File: src/rtl/core/krc_pkg.sv
// Shared types, constants and helpers for the keyed result cache.
// Used by every module under rtl/core except krc_ram; depends on nothing.
package krc_pkg;

    localparam int NODES        = 16;
    localparam int WAYS         = 8;
    localparam int NODE_BITS    = 4;
    localparam int WAY_BITS     = 3;
    localparam int SLOT_BITS    = NODE_BITS + WAY_BITS;
    localparam int SLOTS        = NODES * WAYS;
    localparam int FILL_BITS    = 4;
    localparam int SWEEP_BITS   = SLOT_BITS + 1;
    localparam int KEY_BITS     = 64;
    localparam int TIME_BITS    = 32;
    localparam int USE_BITS     = 32;
    localparam int PAYLOAD_BITS = 64;
    localparam int CNT_BITS     = 32;
    localparam int MODE_BITS    = 3;
    localparam int CFG_ADDR_BITS = 2;
    localparam int CFG_DATA_BITS = 32;
    localparam int IN_DATA_BITS  = 168;
    localparam int OUT_DATA_BITS = 160;
    localparam int OUT_USER_BITS = 2;

    // Request modes
    localparam logic [MODE_BITS-1:0] MODE_LOOKUP    = 3'd0;
    localparam logic [MODE_BITS-1:0] MODE_STORE     = 3'd1;
    localparam logic [MODE_BITS-1:0] MODE_INVAL_NODE = 3'd2;
    localparam logic [MODE_BITS-1:0] MODE_INVAL_ALL = 3'd3;
    localparam logic [MODE_BITS-1:0] MODE_CLEAR     = 3'd4;

    // Configuration register indexes
    localparam logic [CFG_ADDR_BITS-1:0] CFG_ENABLE      = 2'd0;
    localparam logic [CFG_ADDR_BITS-1:0] CFG_TIMEOUT     = 2'd1;
    localparam logic [CFG_ADDR_BITS-1:0] CFG_MAX_ENTRIES = 2'd2;

    localparam logic [TIME_BITS-1:0] TIMEOUT_RESET = 32'd5000;
    localparam logic [FILL_BITS-1:0] MAX_RESET     = 4'd8;

    // Classified request handed from the front to the back
    typedef struct packed {
        logic [MODE_BITS-1:0]    mode;
        logic                    active;
        logic [NODE_BITS-1:0]    node;
        logic [KEY_BITS-1:0]     key;
        logic [TIME_BITS-1:0]    now;
        logic [PAYLOAD_BITS-1:0] payload;
        logic [FILL_BITS-1:0]    limit;
        logic [TIME_BITS-1:0]    timeout;
    } cmd_t;

    // One cache slot, without its valid bit
    typedef struct packed {
        logic [KEY_BITS-1:0]     key;
        logic [TIME_BITS-1:0]    stamp;
        logic [USE_BITS-1:0]     uses;
        logic [PAYLOAD_BITS-1:0] payload;
    } entry_t;

    localparam int ENTRY_BITS = $bits(entry_t);

    typedef enum logic [2:0] {
        ST_IDLE,
        ST_SCAN,
        ST_HIT,
        ST_MISS,
        ST_SWEEP,
        ST_RESULT
    } back_state_t;

    // Saturating add of two counter values
    function automatic logic [CNT_BITS-1:0] sat_add(input logic [CNT_BITS-1:0] a,
                                                    input logic [CNT_BITS-1:0] b);
        logic [CNT_BITS:0] s;
        s = {1'b0, a} + {1'b0, b};
        return s[CNT_BITS] ? {CNT_BITS{1'b1}} : s[CNT_BITS-1:0];
    endfunction

endpackage

File: src/rtl/core/krc_queue.sv
// Two-entry request queue between the front and back ends.
// Depends on krc_pkg.
module krc_queue (
    input  logic          clk,
    input  logic          rst_n,
    input  logic          push,
    input  krc_pkg::cmd_t cmd_in,
    output logic          full,
    input  logic          pop,
    output logic          valid,
    output krc_pkg::cmd_t cmd_out
);
    import krc_pkg::*;

    cmd_t       slot_reg [2];
    logic       wr_ptr_reg;
    logic       rd_ptr_reg;
    logic [1:0] count_reg;

    assign full    = (count_reg == 2'd2);
    assign valid   = (count_reg != 2'd0);
    assign cmd_out = slot_reg[rd_ptr_reg];

    // Pointers and occupancy
    always_ff @(posedge clk or negedge rst_n)
    begin
        if (!rst_n)
        begin
            wr_ptr_reg <= 1'b0;
            rd_ptr_reg <= 1'b0;
            count_reg  <= 2'd0;
        end
        else
        begin
            if (push)
                wr_ptr_reg <= !wr_ptr_reg;
            if (pop)
                rd_ptr_reg <= !rd_ptr_reg;
            count_reg <= count_reg + 2'(push) - 2'(pop);
        end
    end

    // Payload storage
    always_ff @(posedge clk)
    begin
        if (push)
            slot_reg[wr_ptr_reg] <= cmd_in;
    end

endmodule

File: config.mk
export PLATFORM = sky130hd
export DESIGN_NAME = krc_queue
export DESIGN_NICKNAME = d
export VERILOG_FILES = /design/src/rtl/core/krc_pkg.sv /design/src/rtl/core/krc_queue.sv
export SDC_FILE = /design/constraint.sdc
export NUM_CORES = 1
export LEC_CHECK = 0
export ABC_AREA = 1
export BUFFER_PORTS_ARGS = -buffer_cell sky130_fd_sc_hd__clkbuf_2
export CORE_MARGIN = 4
export CORE_UTILIZATION = 41
export DETAILED_ROUTE_END_ITERATION = 12
export SETUP_SLACK_MARGIN = 0.2
export SYNTH_ARGS = -nofsm -noshare
export SYNTH_HDL_FRONTEND = slang
export SYNTH_SLANG_ARGS = --single-unit
File: constraint.sdc
create_clock -name clk -period 24.7 [get_ports clk]
set_clock_uncertainty 0.1 [all_clocks]
set_input_delay 0 -clock clk [delete_from_list [all_inputs] [get_ports clk]]
set_output_delay 0 -clock clk [all_outputs]
set_load 0.02 [all_outputs]
==> results.toml <==
[status]
outcome = "completed"

[worst_setup_path]
cp_data_arrival_time_ns = 3.67
setup.worst_path.class = "flip-flop to output pin"
critPathTopFamily = "buffers and inverters"
critPathRequiredTime_ns = 24.60
setup.worst_path.end_class = "output pin"
worstPathBufferInverterCount = 3
crit_top_cell = "buf_4"
critPathLaunchType = "flip-flop"
critical_path.slowest_cell = "buf_4"
critical_path.max_stage_delay_ns = 0.89
cp_cell_sequence = "buf_4 -> buf_4 -> nand2_1 -> o21ai_1 -> clkbuf_2"
crit_path_max_fo = 110

[detailed_routing]
drcViolationCount = 0
wl_mm = 35.6
detailedRoute.firstPassIterationCount = 5
route.antenna.remaining_nets = 0
avgViaCountPerCell = 4.56
num_vias = 10089
initialDrtViolationCount = 640
wl_per_cell_um = 16.1

[place]
post-dp-hpwl_mm = 22.5
place.gp.congestion = 0.774
post-place-cells = 1933
portBuffers = 413

[finish]
number_of_flip_flops_in_the_largest_register = 408
area_growth_pct = 37.9
final_cells = 2212
final_common_cell = "clkbuf_2"
num-nets-final = 1928
drive_gt1_share_pct = 27.2
most-common-layout-cells = "clkbuf_2, edfxtp_1, nand2_1"

[clock_tree]
cts.repair_timing.setup_buffer_count = 0
cts.path.max_buffers = 3
cts_root_buf = "clkbuf_16"
tritoncts = "built"
cts.sink_count = 412
ctsHtreeMaxLevel = 2
cts-resized-gates = 0
number_of_clock_buffers_inserted_by_tritoncts = 43
clock_latency_ns = 0.54
worst_setup_hold_path_clk_slew_ns = 0.06

[grt]
wire_length_of_the_first_global_routing_pass_mm = 56.0
globalRouteOverflowTotal = 0
grt_antenna_before_repair = 3
track_usage_pct = 17.4
vias_in_the_first_global_route = 10420
grt_max_degree = 131

[power_and_ir_drop]
leakage_power_figure_nw = 9.01
irDropWorstVdd_v = 0.0000729
power.density_cell_area_nw_per_um2 = 111

[timing]
setup_total_negative_slack_ns = 0
finalSetupViolCount = 0
period_needed_ns = 3.77
rsz0062_at_grt = "no"
timing.max_slew.rel_slack_pct = 24.7
timing.fmax_mhz = 265
drv_slew = 0
timing.final.crit_share_pct = 15.3
finalHoldViolations = 0
worstMarginPinSlew_ns = 1.13

[yosys]
synth_seq_cells = 412
syn-cell-area_um2 = 15300
postSynthAreaPerCell_um2 = 14.0
seq_area_frac_synth_pct = 80.8
synth_cells = 1090
synth.net_count = 1300
synth-warning-count = 0
post_synth_num_cell_types = 13

[min_path]
hold_class = "input port to flip-flop"

[die]
floorplan.die.height_um = 201
fp.dieArea_um2 = 40400
initial_utilization_pct = 41.6
num_io_pins = 414
num_rows = 70
fp.coreArea_um2 = 36700
die_w_um = 201

[flow_run]
maxCapViolations = 0
## worst reg2reg max path, cell delays in order (launching register included)
cell and delay, ns:
dfrtp_1 0.42, nor2_4 0.84, buf_4 0.77, buf_4 0.70
## power by group
part / internal [mW] / switching [mW]
Sequential: 0.930 / 0.0431
Combinational: 0.218 / 0.570
Clock: 0.340 / 0.246
## cells in the mapped netlist
library cell	number	area share (%)
ha_1	2	0.16
buf_6	11	0.81
buf_2	16	0.52
nand2_1	211	5.2
clkbuf_1	18	0.44
nor2_1	2	0.049
inv_1	211	5.2
nand3_1	1	0.033
dfrtp_1	4	0.65
o21ai_1	66	2.2
xor2_1	2	0.11
edfxtp_1	408	80
o21ai_0	138	4.5
## area by class of cell
type,instances,area (µm²)
fillers,2881,15600
flip-flops and latches,412,12400
repair buffers,628,4200
multi-input cells,422,1880
clock buffers,58,1170
inverters,211,800
well taps,468,586
clock inverters,12,77.6
diodes,1,2.50
## logic make-up after synthesis
group	Yosys count	synth area share, %
flops	412	80.8
buf+inv	256	6.96
simple gates	214	5.26
compound gates	204	6.68
xor+xnor	2	0.115
fa+ha+maj	2	0.164
## through the flow
stage	utilization (%)	hold WS [ns]	worst slack, ns	power, mW	cell area [µm²]
floorplan	-	-0.396	14.95	1.51	15300
global placement	48.3	-0.285	21.41	1.75	17700
detailed placement	48.3	-0.287	21.40	1.75	17700
CTS	57.4	0.0353	20.87	2.37	21100
global route	57.4	0.0574	20.53	2.48	21100
finish	57.4	0.0752	20.93	2.35	21100
## what timing repair did
| action | 4_1_cts | 5_1_grt |
|---|---|---|
| hold buffers | 208 | 0 |
| endpoints found under the setup margin | 0 | 0 |
| endpoints found under the hold margin | 449 | 0 |
## final timing paths
path | from | endpoint | slack, ns | cells past startpoint
min | cmd_in[92] | slot_reg[1][92] | 0.08 | 2
max | rd_ptr_reg | cmd_out[108] | 20.93 | 5
max in group asynchronous | rst_n | rd_ptr_reg | 24.05 | 3
max reg2reg | wr_ptr_reg | slot_reg[0][107] | 21.47 | 3
min in group asynchronous | rst_n | rd_ptr_reg | 0.27 | 3
min reg2reg | wr_ptr_reg | wr_ptr_reg | 0.44 | 1
## routing by layer
| layer | vias to the layer above | track usage [%] | share of wire (%) |
|---|---|---|---|
| met5 | - | 0 | 0.070 |
| li1 | 4939 | - | - |
| met2 | 406 | 28.1 | 47 |
| met1 | 4677 | 21.6 | 41 |
| met4 | 4 | 5.95 | 2.5 |
| met3 | 63 | 6.59 | 9.9 |
(Power assumes the default switching activity.)
