===== config.mk =====
export PLATFORM = sky130hd
export DESIGN_NAME = krc_front
export DESIGN_NICKNAME = d
export VERILOG_FILES = /design/src/rtl/core/krc_pkg.sv /design/src/rtl/core/krc_front.sv
export SDC_FILE = /design/constraint.sdc
export NUM_CORES = 1
export LEC_CHECK = 0
export BUFFER_PORTS_ARGS = -buffer_cell sky130_fd_sc_hd__clkbuf_2
export CORE_AREA = 4 4 161 163
export DETAILED_ROUTE_END_ITERATION = 8
export DIE_AREA = 0 0 165 167
export GPL_TIMING_DRIVEN = 0
export SYNTH_ARGS = -nofsm -noshare
export SYNTH_HDL_FRONTEND = slang
export SYNTH_SLANG_ARGS = --single-unit
export TNS_END_PERCENT = 30

===== constraint.sdc =====
create_clock -name clk -period 1 [get_ports clk]
set_input_delay 0.05 -clock clk [delete_from_list [all_inputs] [get_ports clk]]
set_output_delay 0.05 -clock clk [all_outputs]
set_load 0.01 [all_outputs]

===== src/rtl/core/krc_pkg.sv =====
// Shared types, constants and helpers for the keyed result cache.
// Used by every module under rtl/core except krc_ram; depends on nothing.
package krc_pkg;

    localparam int NODES        = 16;
    localparam int WAYS         = 8;
    localparam int NODE_BITS    = 4;
    localparam int WAY_BITS     = 3;
    localparam int SLOT_BITS    = NODE_BITS + WAY_BITS;
    localparam int SLOTS        = NODES * WAYS;
    localparam int FILL_BITS    = 4;
    localparam int SWEEP_BITS   = SLOT_BITS + 1;
    localparam int KEY_BITS     = 64;
    localparam int TIME_BITS    = 32;
    localparam int USE_BITS     = 32;
    localparam int PAYLOAD_BITS = 64;
    localparam int CNT_BITS     = 32;
    localparam int MODE_BITS    = 3;
    localparam int CFG_ADDR_BITS = 2;
    localparam int CFG_DATA_BITS = 32;
    localparam int IN_DATA_BITS  = 168;
    localparam int OUT_DATA_BITS = 160;
    localparam int OUT_USER_BITS = 2;

    // Request modes
    localparam logic [MODE_BITS-1:0] MODE_LOOKUP    = 3'd0;
    localparam logic [MODE_BITS-1:0] MODE_STORE     = 3'd1;
    localparam logic [MODE_BITS-1:0] MODE_INVAL_NODE = 3'd2;
    localparam logic [MODE_BITS-1:0] MODE_INVAL_ALL = 3'd3;
    localparam logic [MODE_BITS-1:0] MODE_CLEAR     = 3'd4;

    // Configuration register indexes
    localparam logic [CFG_ADDR_BITS-1:0] CFG_ENABLE      = 2'd0;
    localparam logic [CFG_ADDR_BITS-1:0] CFG_TIMEOUT     = 2'd1;
    localparam logic [CFG_ADDR_BITS-1:0] CFG_MAX_ENTRIES = 2'd2;

    localparam logic [TIME_BITS-1:0] TIMEOUT_RESET = 32'd5000;
    localparam logic [FILL_BITS-1:0] MAX_RESET     = 4'd8;

    // Classified request handed from the front to the back
    typedef struct packed {
        logic [MODE_BITS-1:0]    mode;
        logic                    active;
        logic [NODE_BITS-1:0]    node;
        logic [KEY_BITS-1:0]     key;
        logic [TIME_BITS-1:0]    now;
        logic [PAYLOAD_BITS-1:0] payload;
        logic [FILL_BITS-1:0]    limit;
        logic [TIME_BITS-1:0]    timeout;
    } cmd_t;

    // One cache slot, without its valid bit
    typedef struct packed {
        logic [KEY_BITS-1:0]     key;
        logic [TIME_BITS-1:0]    stamp;
        logic [USE_BITS-1:0]     uses;
        logic [PAYLOAD_BITS-1:0] payload;
    } entry_t;

    localparam int ENTRY_BITS = $bits(entry_t);

    typedef enum logic [2:0] {
        ST_IDLE,
        ST_SCAN,
        ST_HIT,
        ST_MISS,
        ST_SWEEP,
        ST_RESULT
    } back_state_t;

    // Saturating add of two counter values
    function automatic logic [CNT_BITS-1:0] sat_add(input logic [CNT_BITS-1:0] a,
                                                    input logic [CNT_BITS-1:0] b);
        logic [CNT_BITS:0] s;
        s = {1'b0, a} + {1'b0, b};
        return s[CNT_BITS] ? {CNT_BITS{1'b1}} : s[CNT_BITS-1:0];
    endfunction

endpackage


===== src/rtl/core/krc_front.sv =====
// Front end: configuration registers, input beat acceptance and request classification.
// Depends on krc_pkg.
module krc_front (
    input  logic                                  clk,
    input  logic                                  rst_n,
    input  logic                                  s_tvalid,
    output logic                                  s_tready,
    input  logic [krc_pkg::IN_DATA_BITS-1:0]      s_tdata,
    input  logic [krc_pkg::MODE_BITS-1:0]         s_tuser,
    input  logic                                  cfg_we,
    input  logic [krc_pkg::CFG_ADDR_BITS-1:0]     cfg_addr,
    input  logic [krc_pkg::CFG_DATA_BITS-1:0]     cfg_wdata,
    input  logic                                  q_full,
    output logic                                  q_push,
    output krc_pkg::cmd_t                         q_cmd
);
    import krc_pkg::*;

    logic                 enable_reg;
    logic [TIME_BITS-1:0] timeout_reg;
    logic [FILL_BITS-1:0] max_reg;
    logic [FILL_BITS-1:0] limit;
    logic [NODE_BITS-1:0] node;

    // Configuration writes
    always_ff @(posedge clk or negedge rst_n)
    begin
        if (!rst_n)
        begin
            enable_reg  <= 1'b1;
            timeout_reg <= TIMEOUT_RESET;
            max_reg     <= MAX_RESET;
        end
        else if (cfg_we)
        begin
            unique case (cfg_addr)
                CFG_ENABLE:      enable_reg  <= cfg_wdata[0];
                CFG_TIMEOUT:     timeout_reg <= cfg_wdata[TIME_BITS-1:0];
                CFG_MAX_ENTRIES: max_reg     <= cfg_wdata[FILL_BITS-1:0];
                default:         ;
            endcase
        end
    end

    // Entry limit: zero reads as one, capped at the way count
    always_comb
    begin
        if (max_reg == '0)
            limit = FILL_BITS'(1);
        else if (max_reg > FILL_BITS'(WAYS))
            limit = FILL_BITS'(WAYS);
        else
            limit = max_reg;
    end

    assign node     = s_tdata[NODE_BITS-1:0];
    assign s_tready = !q_full;
    assign q_push   = s_tvalid && s_tready;

    // Unpack the beat and classify it
    always_comb
    begin
        q_cmd.mode    = s_tuser;
        q_cmd.node    = node;
        q_cmd.active  = enable_reg && ({1'b0, node} < (NODE_BITS+1)'(NODES));
        q_cmd.key     = s_tdata[NODE_BITS +: KEY_BITS];
        q_cmd.now     = s_tdata[NODE_BITS+KEY_BITS +: TIME_BITS];
        q_cmd.payload = s_tdata[NODE_BITS+KEY_BITS+TIME_BITS +: PAYLOAD_BITS];
        q_cmd.limit   = limit;
        q_cmd.timeout = timeout_reg;
    end

endmodule


==> key figures <==
Drt
  • ANT nets after route: 0
  • DRC Markers: 0
  • Drt total wl: 10.3 mm
  • Vias/cell: 2.93
  • DRC marker count from the first detailed-route iteration: 20
  • DR WL met3: 1.15 mm
  • Top sig layer: met4
  • M1 WL: 3.23 mm
  • Metal2 WL: 5.87 mm
  • Routed len/inst: 12.0 um
  • First-pass iteration count of the detailed router: 4
  • Total vias in the final route: 2,523

Floorplanning
  • Initial Util: 11.7%
  • # IOs: 416
  • Die X: 165 um
  • Row count: 57
  • Die area: 27,600 um2
  • Core ar.: 24,300 um2
  • Die H: 167 um

Critical path
  • R2r startpoint: max_reg[3]
  • Crit Path Category: register to output pin
  • Worst EP arrival: 1.13 ns
  • CP Data Required Time: 0.95 ns
  • Worst r2r dst: max_reg[3]
  • R2R depth: 1
  • CP max FO: 3
  • R2R Setup Slk: 0.18 ns
  • Crit path capture type: output pin
  • Startpoint types: register

Power and ir drop
  • Psw: 1.82 mW
  • Design internal power: 4.50 mW
  • Comb pwr share: 36.7%
  • Clk network pwr share: 31.6%
  • PwrDens: 1270 nW/um2
  • Reg power frac: 31.8%
  • Switching Fraction: 28.8%
  • VDD IR-drop max: 0.543 mV
  • Leak Pwr: 2.84 nW

Global routing
  • First-pass GRT wire length: 13.8 mm
  • Initial antenna violation count: 0
  • GRT Overall Usage: 6.67%
  • Vias in the first global route: 2,473
  • Total gr overflow: 0
  • Largest net degree at the start of global routing: 38

Synth
  • Post-synth EDFFs: 0
  • Most common cell in the netlist: buf_4
  • Cell variety after synth: 14
  • Mapped Area: 2830 um2
  • Yosys warning count: 0
  • Area leader, netlist: buf_4
  • Fraction of registers with async set/reset: 100%
  • Synth Instances: 255
  • Syn Area/Cell: 11.1 um2
  • Commonest cells in the netlist: buf_4 (168), dfrtp_1 (30), mux2_4 (30)
  • Yosys reg bits: 37
  • Yosys top cell area share: 44.5%
  • Dominant synthesized flop cell: dfrtp_1
  • Mapped Nets: 465
  • Top cells by area, synth: buf_4 (45%), dfrtp_1 (26%), mux2_4 (16%)
  • Sequential area share after synthesis: 33.0%

Placement
  • GP Congestion: 0.682
  • Dpl cell area: 4460 um2
  • PortBufs: 244
  • Post-DP HPWL: 8.74 mm

Status
  • Status: finished, violations left
  • Failing checks: hold timing, setup timing

Clocking
  • CTS Buffer Depth: 2
  • Clock root buffer master: clkbuf_16
  • TritonCTS clock tree: done
  • CTS Sinks: 37
  • Reg clk slew, reported paths: 0.06 ns
  • CTS Buf Count: 5
  • H-tree depth: 2
  • Clock latency on the worst-skew pair: 0.29 ns

Cells and area
  • Filler instances: 2,626
  • Final core occ: 20.5%
  • Area Growth Syn to Fin: 76.1%
  • Final Net Count: 746
  • Share of cells above drive strength 1: 87.5%
  • Antenna diodes: 0
  • Sequential Area: 935 um2
  • Max reg flops: 32
  • Cell area after layout: 4990 um2
  • Multi-input logic area: 607 um2

STA
  • Slew of the pin with the lowest slew margin: 1.08 ns
  • Min Hold Slack: -0.0486 ns
  • Final worst slack: -0.175 ns
  • Maximum clock frequency: 851 MHz
  • Clock skew: 0 ns
  • Count of pins over their slew limit: 0
  • Fin crit period: 1.18 ns
  • Slew headroom: 28.1%
  • Period utilization: 118%
  • RSZ-0062 raised after global routing: yes
  • Number of setup violations in the final report: 6
  • Final hold vios: 30
  • Setup TNS: -0.663 ns

Min path
  • HP Class: primary input to async pin

Flow run
  • Max-Cap Viols: 0
## per-layer routing
| layer | global-route usage, % | vias to the layer above |
|---|---|---|
| met4 | 1.63 | 0 |
| li1 | - | 1202 |
| met5 | 0 | - |
| met3 | 1.75 | 7 |
| met1 | 6.50 | 1094 |
| met2 | 13.5 | 220 |
## how the worst max path moves through the flow
stage                startpoint              end  slack (ns)  depth (start not counted)
floorplan           cfg_addr[1]   timeout_reg[0]        0.20                          3
global placement    cfg_addr[1]  timeout_reg[11]       -0.09                          4
detailed placement        rst_n  timeout_reg[11]       -0.09                          1
CTS                  max_reg[1]        q_cmd[32]       -0.22                          3
global route         max_reg[1]        q_cmd[32]       -0.23                          3
finish               max_reg[1]        q_cmd[32]       -0.18                          3
## timing repair
action | in CTS | in global routing
resized for setup | 6 | 13
setup endpoints to repair | 10 | 10
gates cloned | 0 | 0
buffers inserted | 0 | 0
hold buffers | 30 | 0
hold endpoints to repair | 33 | 0
## power by group through the flow
stage / clock (mW) / sequential [mW] / combinational (mW)
global placement: 0 / 2.01 / 2.17
detailed placement: 0 / 2.01 / 2.19
global route: 2.20 / 2.04 / 2.50
floorplan: 0 / 2.11 / 1.19
finish: 1.99 / 2.01 / 2.32
CTS: 2.15 / 2.00 / 2.31
## cell type report
cell class              count  share of cell area, %
clock buffers               7                   2.86
repair buffers            274                   31.4
flip-flops and latches     37                   18.7
well taps                 324                   8.12
inverters                   1                 0.0752
clock inverters             1                  0.602
multi-input cells          45                   12.2
plain buffers             172                   26.1
## worst max-delay path, cell delays in order (launching register included)
cell	delay [ns]
dfrtp_1	0.39
o21ba_2	0.23
nor2_4	0.10
buf_6	0.11
## cell usage in the layout (no fill, tap or decap), drive strengths merged
cell type / count
o21ba: 1
buf: 179
nor2b: 3
nand3b: 2
mux2: 37
bufinv: 1
dfstp: 7
dlygate4sd3: 30
nor2: 1
inv: 1
clkbuf: 244
nor3b: 1
dfrtp: 30
## stage by stage
step / hold WS (ns) / power [mW] / worst slack, ns / cells
detailed placement: 0.285 / 4.20 / -0.0907 / 823
floorplan: -0.246 / 3.30 / 0.202 / 255
CTS: 0.00197 / 6.46 / -0.222 / 861
global route: 0.0168 / 6.74 / -0.230 / 861
finish: -0.0486 / 6.32 / -0.175 / 861
global placement: 0.283 / 4.18 / -0.0866 / 823
## kinds of logic after synthesis
family	Yosys count	synth area share, %
AO/OA/AOI/OAI	1	0.353
AND/OR/NAND/NOR	7	2.03
flip-flops	37	33.0
multiplexers	37	18.7
buffers and inverters	173	46.0
(Power assumes the default switching activity.)
